==> config.mk <==
export PLATFORM = sky130hd
export DESIGN_NAME = command_batcher_nested_blocks_unit
export DESIGN_NICKNAME = d
export VERILOG_FILES = /design/src/hw/rtl/cbn_pkg.sv /design/src/hw/rtl/command_batcher_nested_blocks_unit.sv /design/src/hw/rtl/cbn_queue.sv /design/src/hw/rtl/cbn_front.sv /design/src/hw/rtl/cbn_back.sv
export SDC_FILE = /design/constraint.sdc
export NUM_CORES = 2
export LEC_CHECK = 0
export ABC_AREA = 1
export ABC_CLOCK_PERIOD_IN_PS = 7400
export BUFFER_PORTS_ARGS = -buffer_cell sky130_fd_sc_hd__buf_2
export CORE_ASPECT_RATIO = 1.75
export CORE_MARGIN = 2
export CORE_UTILIZATION = 40
export DETAILED_ROUTE_END_ITERATION = 12
export PLACE_DENSITY = 0.53
export SYNTH_ARGS = -nofsm -noshare
export SYNTH_HDL_FRONTEND = slang
export SYNTH_HIERARCHICAL = 1
export SYNTH_SLANG_ARGS = --single-unit
==> constraint.sdc <==
create_clock -name i_clk -period 7.4 [get_ports i_clk]
set_clock_uncertainty 0.2 [all_clocks]
set_input_delay 0.74 -clock i_clk [delete_from_list [all_inputs] [get_ports i_clk]]
set_output_delay 0.74 -clock i_clk [all_outputs]
set_load 0.01 [all_outputs]
==> src/hw/rtl/cbn_pkg.sv <==
package cbn_pkg;

    // Item kinds on the input channel.
    localparam logic [1:0] OP_COMMAND = 2'd0;
    localparam logic [1:0] OP_OPEN    = 2'd1;
    localparam logic [1:0] OP_CLOSE   = 2'd2;

    localparam int unsigned CFG_BITS  = 6;
    // Wide enough for a fill count of the largest supported buffer depth.
    localparam int unsigned FILL_BITS = 7;

    // One finished batch handed from the front to the back.
    typedef struct packed {
        logic                 bank;
        logic [FILL_BITS-1:0] count;
        logic                 ovf;
    } t_desc;

    // The back returns a bank to the front once it has drained it.
    typedef struct packed {
        logic valid;
        logic bank;
    } t_release;

endpackage

==> src/hw/rtl/command_batcher_nested_blocks_unit.sv <==
// A completed batch passes through the descriptor queue to the back, which shows each word
// after the registered memory read (S_READ) and then the output stage (S_SHOW); the
// consumer may stall any word.
// Throughput: one input item per cycle while a bank is free; two banks alternate, so
// the front stalls only when both hold batches not yet fully drained.
// Reset: synchronous, active low; batch_size returns to 3, sized mode, empty buffers.
module command_batcher_nested_blocks_unit #(
    parameter int unsigned BUFFER_DEPTH = 32,
    parameter int unsigned WORD_BITS    = 32,
    parameter int unsigned NEST_BITS    = 8
) (
    input  logic                         i_clk,
    input  logic                         i_rst_n,
    input  logic                         i_cfg_we,
    input  logic [cbn_pkg::CFG_BITS-1:0] i_cfg_wdata,
    input  logic                         i_valid,
    output logic                         o_ready,
    input  logic [1:0]                   i_op,
    input  logic [WORD_BITS-1:0]         i_command_word,
    output logic                         o_valid,
    input  logic                         i_ready,
    output logic [WORD_BITS-1:0]         o_batch_word,
    output logic                         o_last_of_batch,
    output logic                         o_truncated
);

    logic                          wr_en;
    logic [$clog2(BUFFER_DEPTH):0] wr_addr;
    logic [WORD_BITS-1:0]          wr_data;
    logic                          push;
    logic                          pop;
    logic                          q_nonempty;
    cbn_pkg::t_desc                desc_in;
    cbn_pkg::t_desc                desc_out;
    cbn_pkg::t_release             release_bank;

    cbn_front #(
        .BUFFER_DEPTH (BUFFER_DEPTH),
        .WORD_BITS    (WORD_BITS),
        .NEST_BITS    (NEST_BITS)
    ) u_front (
        .i_clk          (i_clk),
        .i_rst_n        (i_rst_n),
        .i_cfg_we       (i_cfg_we),
        .i_cfg_wdata    (i_cfg_wdata),
        .i_valid        (i_valid),
        .o_ready        (o_ready),
        .i_op           (i_op),
        .i_command_word (i_command_word),
        .o_wr_en        (wr_en),
        .o_wr_addr      (wr_addr),
        .o_wr_data      (wr_data),
        .o_push         (push),
        .o_desc         (desc_in),
        .i_release      (release_bank)
    );

    cbn_queue u_queue (
        .i_clk      (i_clk),
        .i_rst_n    (i_rst_n),
        .i_push     (push),
        .i_desc     (desc_in),
        .i_pop      (pop),
        .o_nonempty (q_nonempty),
        .o_desc     (desc_out)
    );

    cbn_back #(
        .BUFFER_DEPTH (BUFFER_DEPTH),
        .WORD_BITS    (WORD_BITS)
    ) u_back (
        .i_clk           (i_clk),
        .i_rst_n         (i_rst_n),
        .i_wr_en         (wr_en),
        .i_wr_addr       (wr_addr),
        .i_wr_data       (wr_data),
        .i_q_nonempty    (q_nonempty),
        .i_desc          (desc_out),
        .o_pop           (pop),
        .o_release       (release_bank),
        .o_valid         (o_valid),
        .i_ready         (i_ready),
        .o_batch_word    (o_batch_word),
        .o_last_of_batch (o_last_of_batch),
        .o_truncated     (o_truncated)
    );

endmodule

==> src/hw/rtl/cbn_queue.sv <==
module cbn_queue (
    input  logic          i_clk,
    input  logic          i_rst_n,
    input  logic          i_push,
    input  cbn_pkg::t_desc i_desc,
    input  logic          i_pop,
    output logic          o_nonempty,
    output cbn_pkg::t_desc o_desc
);

    cbn_pkg::t_desc r_q [2];
    logic           r_wp;
    logic           r_rp;
    logic [1:0]     r_cnt;
    logic [1:0]     n_cnt;

    assign o_nonempty = (r_cnt != 2'd0);
    assign o_desc     = r_q[r_rp];

    always_comb begin
        n_cnt = r_cnt;
        if (i_push && !i_pop) begin
            n_cnt = r_cnt + 2'd1;
        end else if (!i_push && i_pop) begin
            n_cnt = r_cnt - 2'd1;
        end
    end

    always_ff @(posedge i_clk) begin
        if (!i_rst_n) begin
            r_wp  <= 1'b0;
            r_rp  <= 1'b0;
            r_cnt <= 2'd0;
        end else begin
            r_cnt <= n_cnt;
            if (i_push) begin
                r_wp <= ~r_wp;
            end
            if (i_pop) begin
                r_rp <= ~r_rp;
            end
        end
    end

    always_ff @(posedge i_clk) begin
        if (i_push) begin
            r_q[r_wp] <= i_desc;
        end
    end

`ifndef ASSERT_OFF
    a_no_overrun: assert property (@(posedge i_clk) disable iff (!i_rst_n)
        (r_cnt == 2'd2) |-> !i_push || i_pop)
        else $error("descriptor queue overrun");
    a_no_underrun: assert property (@(posedge i_clk) disable iff (!i_rst_n)
        i_pop |-> o_nonempty)
        else $error("descriptor queue underrun");
    a_cnt_bound: assert property (@(posedge i_clk) disable iff (!i_rst_n)
        r_cnt != 2'd3)
        else $error("descriptor queue count out of range");
`endif

endmodule

==> src/hw/rtl/cbn_front.sv <==
module cbn_front #(
    parameter int unsigned BUFFER_DEPTH = 32,
    parameter int unsigned WORD_BITS    = 32,
    parameter int unsigned NEST_BITS    = 8
) (
    input  logic                                i_clk,
    input  logic                                i_rst_n,
    input  logic                                i_cfg_we,
    input  logic [cbn_pkg::CFG_BITS-1:0]        i_cfg_wdata,
    input  logic                                i_valid,
    output logic                                o_ready,
    input  logic [1:0]                          i_op,
    input  logic [WORD_BITS-1:0]                i_command_word,
    output logic                                o_wr_en,
    output logic [$clog2(BUFFER_DEPTH):0]       o_wr_addr,
    output logic [WORD_BITS-1:0]                o_wr_data,
    output logic                                o_push,
    output cbn_pkg::t_desc                      o_desc,
    input  cbn_pkg::t_release                   i_release
);

    localparam int unsigned AW    = $clog2(BUFFER_DEPTH);
    localparam int unsigned CNT_W = $clog2(BUFFER_DEPTH + 1);
    localparam int unsigned LW    = (CNT_W > cbn_pkg::CFG_BITS) ? CNT_W : cbn_pkg::CFG_BITS;

    logic [cbn_pkg::CFG_BITS-1:0] r_batch_size;
    logic                         r_dyn,   n_dyn;
    logic [NEST_BITS-1:0]         r_nest,  n_nest;
    logic [CNT_W-1:0]             r_fill,  n_fill;
    logic                         r_ovf,   n_ovf;
    logic                         r_bank,  n_bank;
    logic [1:0]                   r_busy,  n_busy;

    logic             accept;
    logic             push_ok;
    logic             do_flush;
    logic [CNT_W-1:0] cnt_after;
    logic             ovf_after;
    logic [LW-1:0]    limit;

    assign o_ready   = !r_busy[r_bank];
    assign accept    = i_valid && o_ready;
    assign push_ok   = (r_fill < CNT_W'(BUFFER_DEPTH));
    assign o_wr_addr = {r_bank, r_fill[AW-1:0]};
    assign o_wr_data = i_command_word;

    // Effective sized-mode limit: zero acts as one, and the buffer depth caps it.
    always_comb begin
        if (r_batch_size == '0) begin
            limit = LW'(1);
        end else if (LW'(r_batch_size) > LW'(BUFFER_DEPTH)) begin
            limit = LW'(BUFFER_DEPTH);
        end else begin
            limit = LW'(r_batch_size);
        end
    end

    always_comb begin
        n_dyn     = r_dyn;
        n_nest    = r_nest;
        n_fill    = r_fill;
        n_ovf     = r_ovf;
        n_bank    = r_bank;
        n_busy    = r_busy;
        o_wr_en   = 1'b0;
        do_flush  = 1'b0;
        cnt_after = r_fill;
        ovf_after = r_ovf;
        o_push    = 1'b0;

        if (i_release.valid) begin
            n_busy[i_release.bank] = 1'b0;
        end

        if (accept) begin
            unique case (i_op)
                cbn_pkg::OP_COMMAND: begin
                    if (push_ok) begin
                        o_wr_en   = 1'b1;
                        cnt_after = r_fill + CNT_W'(1);
                    end else begin
                        ovf_after = 1'b1;
                    end
                    n_fill = cnt_after;
                    n_ovf  = ovf_after;
                    if (!r_dyn && (LW'(cnt_after) >= limit)) begin
                        do_flush = 1'b1;
                    end
                end
                cbn_pkg::OP_OPEN: begin
                    if (!r_dyn) begin
                        do_flush = 1'b1;
                        n_dyn    = 1'b1;
                        n_nest   = '0;
                    end else if (r_nest != '1) begin
                        n_nest = r_nest + NEST_BITS'(1);
                    end
                end
                cbn_pkg::OP_CLOSE: begin
                    if (r_dyn) begin
                        if (r_nest != '0) begin
                            n_nest = r_nest - NEST_BITS'(1);
                        end else begin
                            n_dyn    = 1'b0;
                            do_flush = 1'b1;
                        end
                    end
                end
                default: begin
                end
            endcase
        end

        // A flush hands a non-empty bank to the back and moves on to the other bank.
        if (do_flush) begin
            n_fill = '0;
            n_ovf  = 1'b0;
            if (cnt_after != '0) begin
                o_push         = 1'b1;
                n_bank         = ~r_bank;
                n_busy[r_bank] = 1'b1;
            end
        end
    end

    assign o_desc = '{bank: r_bank, count: cbn_pkg::FILL_BITS'(cnt_after), ovf: ovf_after};

    always_ff @(posedge i_clk) begin
        if (!i_rst_n) begin
            r_batch_size <= cbn_pkg::CFG_BITS'(3);
            r_dyn        <= 1'b0;
            r_nest       <= '0;
            r_fill       <= '0;
            r_ovf        <= 1'b0;
            r_bank       <= 1'b0;
            r_busy       <= 2'b00;
        end else begin
            if (i_cfg_we) begin
                r_batch_size <= i_cfg_wdata;
            end
            r_dyn  <= n_dyn;
            r_nest <= n_nest;
            r_fill <= n_fill;
            r_ovf  <= n_ovf;
            r_bank <= n_bank;
            r_busy <= n_busy;
        end
    end

`ifndef ASSERT_OFF
    a_fill_bound: assert property (@(posedge i_clk) disable iff (!i_rst_n)
        r_fill <= CNT_W'(BUFFER_DEPTH))
        else $error("fill count beyond buffer depth");
    a_sized_flat: assert property (@(posedge i_clk) disable iff (!i_rst_n)
        !r_dyn |-> (r_nest == '0) && !r_ovf)
        else $error("nesting or overflow left over in sized mode");
    a_no_write_busy: assert property (@(posedge i_clk) disable iff (!i_rst_n)
        o_wr_en |-> !r_busy[r_bank])
        else $error("write into a bank that is still draining");
`endif

endmodule

==> src/hw/rtl/cbn_back.sv <==
module cbn_back #(
    parameter int unsigned BUFFER_DEPTH = 32,
    parameter int unsigned WORD_BITS    = 32
) (
    input  logic                          i_clk,
    input  logic                          i_rst_n,
    input  logic                          i_wr_en,
    input  logic [$clog2(BUFFER_DEPTH):0] i_wr_addr,
    input  logic [WORD_BITS-1:0]          i_wr_data,
    input  logic                          i_q_nonempty,
    input  cbn_pkg::t_desc                i_desc,
    output logic                          o_pop,
    output cbn_pkg::t_release             o_release,
    output logic                          o_valid,
    input  logic                          i_ready,
    output logic [WORD_BITS-1:0]          o_batch_word,
    output logic                          o_last_of_batch,
    output logic                          o_truncated
);

    localparam int unsigned AW        = $clog2(BUFFER_DEPTH);
    localparam int unsigned CNT_W     = $clog2(BUFFER_DEPTH + 1);
    localparam int unsigned MEM_DEPTH = 2 ** (AW + 1);

    typedef enum logic [1:0] {
        S_IDLE,
        S_READ,
        S_SHOW
    } t_state;

    t_state           r_state;
    logic             r_bank;
    logic [CNT_W-1:0] r_count;
    logic             r_ovf;
    logic [AW-1:0]    r_idx;
    logic             r_last;
    logic             r_trunc;
    logic             r_rel;

    logic [WORD_BITS-1:0] r_mem [MEM_DEPTH];
    logic [WORD_BITS-1:0] r_rdata;
    logic                 at_last;

    assign at_last         = ((CNT_W'(r_idx) + CNT_W'(1)) == r_count);
    assign o_pop           = (r_state == S_IDLE) && i_q_nonempty;
    assign o_valid         = (r_state == S_SHOW);
    assign o_batch_word    = r_rdata;
    assign o_last_of_batch = r_last;
    assign o_truncated     = r_trunc;
    assign o_release       = '{valid: r_rel, bank: r_bank};

    // The bank being drained is held busy in the front, so reads never race writes.
    always_ff @(posedge i_clk) begin
        if (i_wr_en) begin
            r_mem[i_wr_addr] <= i_wr_data;
        end
        r_rdata <= r_mem[{r_bank, r_idx}];
    end

    always_ff @(posedge i_clk) begin
        if (!i_rst_n) begin
            r_state <= S_IDLE;
            r_bank  <= 1'b0;
            r_count <= '0;
            r_ovf   <= 1'b0;
            r_idx   <= '0;
            r_last  <= 1'b0;
            r_trunc <= 1'b0;
            r_rel   <= 1'b0;
        end else begin
            r_rel <= 1'b0;
            unique case (r_state)
                S_IDLE: begin
                    if (i_q_nonempty) begin
                        r_bank  <= i_desc.bank;
                        r_count <= CNT_W'(i_desc.count);
                        r_ovf   <= i_desc.ovf;
                        r_idx   <= '0;
                        r_state <= S_READ;
                    end
                end
                S_READ: begin
                    r_last  <= at_last;
                    r_trunc <= at_last && r_ovf;
                    r_state <= S_SHOW;
                end
                S_SHOW: begin
                    if (i_ready) begin
                        if (r_last) begin
                            r_rel   <= 1'b1;
                            r_state <= S_IDLE;
                        end else begin
                            r_idx   <= r_idx + AW'(1);
                            r_state <= S_READ;
                        end
                    end
                end
                default: begin
                    r_state <= S_IDLE;
                end
            endcase
        end
    end

`ifndef ASSERT_OFF
    a_idx_in_batch: assert property (@(posedge i_clk) disable iff (!i_rst_n)
        (r_state != S_IDLE) |-> (CNT_W'(r_idx) < r_count))
        else $error("drain index past end of batch");
    a_trunc_on_last: assert property (@(posedge i_clk) disable iff (!i_rst_n)
        o_truncated && o_valid |-> o_last_of_batch)
        else $error("truncated flag away from last word");
    a_release_after_last: assert property (@(posedge i_clk) disable iff (!i_rst_n)
        r_rel |-> $past(o_valid && i_ready && o_last_of_batch))
        else $error("bank released before its last word left");
`endif

endmodule

[Word-level counts from Yosys, hierarchy flattened]
Memories as Yosys holds them, arrays and structs flattened. A register that Yosys moved wholly into a read port is not among the register bits.
Cells that the tools add are included.
Storage, ports and cells
  register bits after elaboration: 39
  bits in writable memories: 2064
  input bits: 45
  output and inout bits: 36
  word-level logic and storage cells: 133
  memories kept: 2
Operators by class
  add/sub/neg operators: 7
  $lt $le $gt $ge: 7
  equality and inequality tests: 12
  multiplexer cells: 53
  bitwise operators: 7
  reduce and logical (&&, ||, !) cells: 30
Memory list
  u_back.r_mem: words 64, width 32, rd ports 1, clocked after Yosys merged registers in 1, write ports 1, RTL line cbn_back.sv:40  | logic [WORD_BITS-1:0] r_mem [MEM_DEPTH];
  u_queue.r_q: words 2, width 8, rd ports 1, clocked after Yosys merged registers in 1, write ports 1, RTL line cbn_queue.sv:11  | cbn_pkg::t_desc r_q [2];
Operators with widths (number)
  2-to-1 mux 6 bit: 7
  2-to-1 mux 8 bit: 4
  2-to-1 mux 1 bit: 25
  one-hot mux 8 bit (2 select lines): 1
  2-to-1 mux 5 bit: 3
  2-to-1 mux 2 bit: 7
  one-hot mux 5 bit (2 select lines): 1
  adder 8 x 1 -> 8 bit, second input constant: 1
  logical AND 1 bit: 8
  != test 2 x 1 -> 1 bit, second input constant: 4
  != test 8 bit, second input constant: 1
  AND reduction 2 bit: 4
  nonzero test 2 bit: 4
  nonzero test 8 bit: 1
  subtractor 8 x 1 -> 8 bit, second input constant: 1
  adder 5 x 1 -> 6 bit, second input constant: 1
  adder 6 x 1 -> 6 bit, second input constant: 1
  == test 6 bit: 1
  >= comparator 6 bit: 1
  > comparator 6 bit, second input constant: 1
  logical NOT 6 bit: 1
  less-than comparator 6 bit, second input constant: 1
  one-hot mux 2 bit (3 select lines): 1
  nonzero test 6 bit: 1
  other kinds (22): 35

[Depth between registers and ports, before layout]
  depth after elaboration: 15
  mapped depth: 22
  gate-level depth less buffers: 22

[Modules after synthesis]
Netlist, hierarchy kept.
By module, submodules not included
  cbn_back: times used 1, cells an instance 6911, area each 83371.2 sq um, sequential area each 62499.9 sq um
  cbn_front: times used 1, cells an instance 322, area each 2167.1 sq um, sequential area each 500.5 sq um
  cbn_queue: times used 1, cells an instance 62, area each 910.9 sq um, sequential area each 640.6 sq um

[Worst setup path before layout]
Ideal clock, no wire load.
  path type: input -> register
  start point: input i_op[0]
  end point: memory u_back.r_mem[48][0] (enable)
  library setup time: 0.502 ns
  arrival time: 4.922 ns
  data required time: 6.698 ns
  setup slack: 1.776 ns
  cell stages on the path: 7
  path buffers: 1
  path through: inv_1 ha_1 nand4_4 nor2_1 clkbuf_1 nand4_1 nor4_1
Between the ends
  word-level cells in the longest chain between the ends: 5
Ends and longest elaborated chain
  start, declared: RTL line command_batcher_nested_blocks_unit.sv:18  | input logic [1:0] i_op,
  logical NOT 2 bit: RTL line cbn_front.sv:76  | unique case (i_op)
  2-to-1 mux 1 bit: RTL line cbn_front.sv:76
  2-to-1 mux 1 bit: RTL line cbn_front.sv:75  | if (accept) begin
  named net wr_en: RTL line command_batcher_nested_blocks_unit.sv:27  | logic wr_en;
  2-to-1 mux 1 bit: RTL line cbn_back.sv:54  | if (i_wr_en) begin
  2-to-1 mux 1 bit (not written as such): RTL line cbn_back.sv:55  | r_mem[i_wr_addr] <= i_wr_data;
  end, declared: RTL line cbn_back.sv:40
The timed path passes the listed nets, and every way through them passes these cells.

[Worst setup path after layout]
  start point: register u_front.r_bank
  end point: memory u_back.r_mem[63][13] (enable)
Between the ends
  word-level cells in the longest chain between the ends: 7
Ends and longest elaborated chain
  start, declared: RTL line cbn_front.sv:31  | logic r_bank, n_bank;
  start signal, assigned: RTL line cbn_front.sv:145  | r_bank <= n_bank;
  2-to-1 mux 1 bit (not written as such) (2 in series): RTL line cbn_front.sv:41  | assign o_ready = !r_busy[r_bank];
  logical NOT 1 bit: RTL line cbn_front.sv:41
  logical AND 1 bit: RTL line cbn_front.sv:42  | assign accept = i_valid && o_ready;
  2-to-1 mux 1 bit: RTL line cbn_front.sv:75
  named net wr_en: RTL line command_batcher_nested_blocks_unit.sv:27
  2-to-1 mux 1 bit: RTL line cbn_back.sv:54
  2-to-1 mux 1 bit (not written as such): RTL line cbn_back.sv:55
The timed path passes the listed nets, and every way through them passes these cells. The select of a mux whose other input is x is not followed.

==> metrics <==
most frequent cells in the layout=2406 x nand2_1, 2064 x edfxtp_1, 1899 x nand3_1; crit path from=u_front/r_bank; commonest non-fill, non-tap cell in the layout=nand2_1; HP Class=in -> reg; Ys Warns=6; GRT overflow=0; final setup vio count=0; Via density=5.41; Clock Root Buffer=clkbuf_16; crit path max fanout=25; worst vdd ir=0.220 mV; CP startpoint kind=flip-flop; Setup TNS=0 ns; min Tclk post-route=4.49 ns; layout net count=7260; vias in the first global route=53.7k; status=finished, final reports clean; Tightest Pin Transition=1.20 ns; Critical Path End Type=flip-flop; Mapped Area=0.0864 mm²; initial antenna violation count=11; r2r startpoint=u_front/r_bank; DRT iter0 DRCs=4869; total DRC errors in the routed layout=0; Area Growth Syn to Fin=11.0%; Rows=225; Peak Freq=0.223 GHz; clock tree buffer depth=4; RSZ-0062 raised after global routing=no; Global Route Usage Sum=22.5%; IO Port Bufs=80; post-route clock period utilization=60.7%; WHS=0.101 ns; H-tree depth=4; Leak=33.3 nW; Critical Path RT=7.74 ns; Post-DRT Antenna Nets=0; TritonCTS Buffers=195; net count after synthesis=7351; Mapped Cells=7290; die area=0.220 mm²; largest net degree at the start of global routing=181; syn avg cell area=11.8 µm²; hpwl dp=141000 µm; Clk pin slew, worst setup/hold paths=0.06 ns; Initial Utilization=40.3%; Pre-antenna DRT Iters=6; Critical Path AT=4.84 ns; cts repair resizes=0; first-pass GRT wire length=364000 µm; P per Cell Area=271 mW/mm²; share of layout cells above drive strength 1=8.03%; critical path class=reg -> reg; Slew Viols, Final=0; I/O pins=81; non-filler instance count after layout=10.2k; Worst-Skew Late Latency=0.84 ns; GP Congestion=0.854; placed insts=9829; Worst slew margin=19.8%; CTS tree=done; CORE AREA=0.215 mm²; die boundary width=355 µm; DRT Wirelength=251000 µm; max_cap viols=0; post-DR wirelength/cell=24.7 µm; final hold vios=0; total clock sinks=2144; Die Y=619 µm; worst hold start=i_cfg_we; vias after detailed routing=55.1k
worst max-delay path, cell delays in order (launching register included):
cell,delay (ns)
dfxtp_1,0.63
inv_2,0.11
nand2_4,0.11
nand4_4,0.16
nor2_1,0.57
nand4_1,0.88
nor2_4,1.22
buf_4,0.33
registers in the layout (all words and copies together) (netlist names), 2 cells and up, named ones only:
| signal | count |
|---|---|
| u_back/o_batch_word | 32 |
| u_back/r_count | 6 |
| u_back/r_idx | 5 |
| u_back/r_mem | 2048 |
| u_back/r_state | 2 |
| u_front/r_batch_size | 6 |
| u_front/r_busy | 2 |
| u_front/r_fill | 6 |
| u_front/r_nest | 8 |
| u_queue/r_cnt | 2 |
| u_queue/r_q | 16 |
per-stage QoR:
stage	area, µm²	setup WS [ns]	utilization (%)	power, mW
2_1_floorplan	86400	1.78	-	15.3
3_3_place_gp	89600	2.47	41.8	16.3
3_5_place_dp	89600	2.46	41.8	16.3
4_1_cts	95900	2.95	44.7	26.2
5_1_grt	95900	2.74	44.7	26.8
6_report	95900	2.91	44.7	26.0
final cells by class:
type	instances	area [µm²]
fill	19700	119000
sequential	2144	63600
multi-input combinational	4574	20600
clock buffer	249	5280
tap	2837	3550
timing repair buffer	212	1660
clock inverter	101	877
inverter	72	299
antenna	3	7.51
worst paths after layout:
path | to | slack (ns) | depth (start not counted)
hold reg to reg | u_back/r_count[1] | 0.28 | 2
hold / removal | u_front/r_batch_size[4] | 0.10 | 3
setup / recovery | u_back/r_mem[63][13] | 2.91 | 7
setup reg to reg | u_back/r_mem[63][13] | 2.91 | 7
per-layer routing:
metal / GRT usage (%) / share of wire, % / vias up
met5: 0 / 0.0044 / -
met4: 7.85 / 3.6 / 2
met3: 2.19 / 4.4 / 406
met2: 41.9 / 54 / 1662
met1: 26.7 / 38 / 27600
li1: - / - / 25500
where the power goes:
group	internal (mW)	leakage (nW)	total, mW	switching (mW)
sequential	13.4	19.2	13.5	0.128
clock	5.58	3.03	9.99	4.41
combinational	0.605	11.0	2.45	1.84
total	19.6	33.3	26.0	6.38
what timing repair did:
item                      CTS  global route
hold endpoints to repair    7             0
buffers inserted            0             0
hold buffers               10             0
Power figures use the tool's default switching activity.
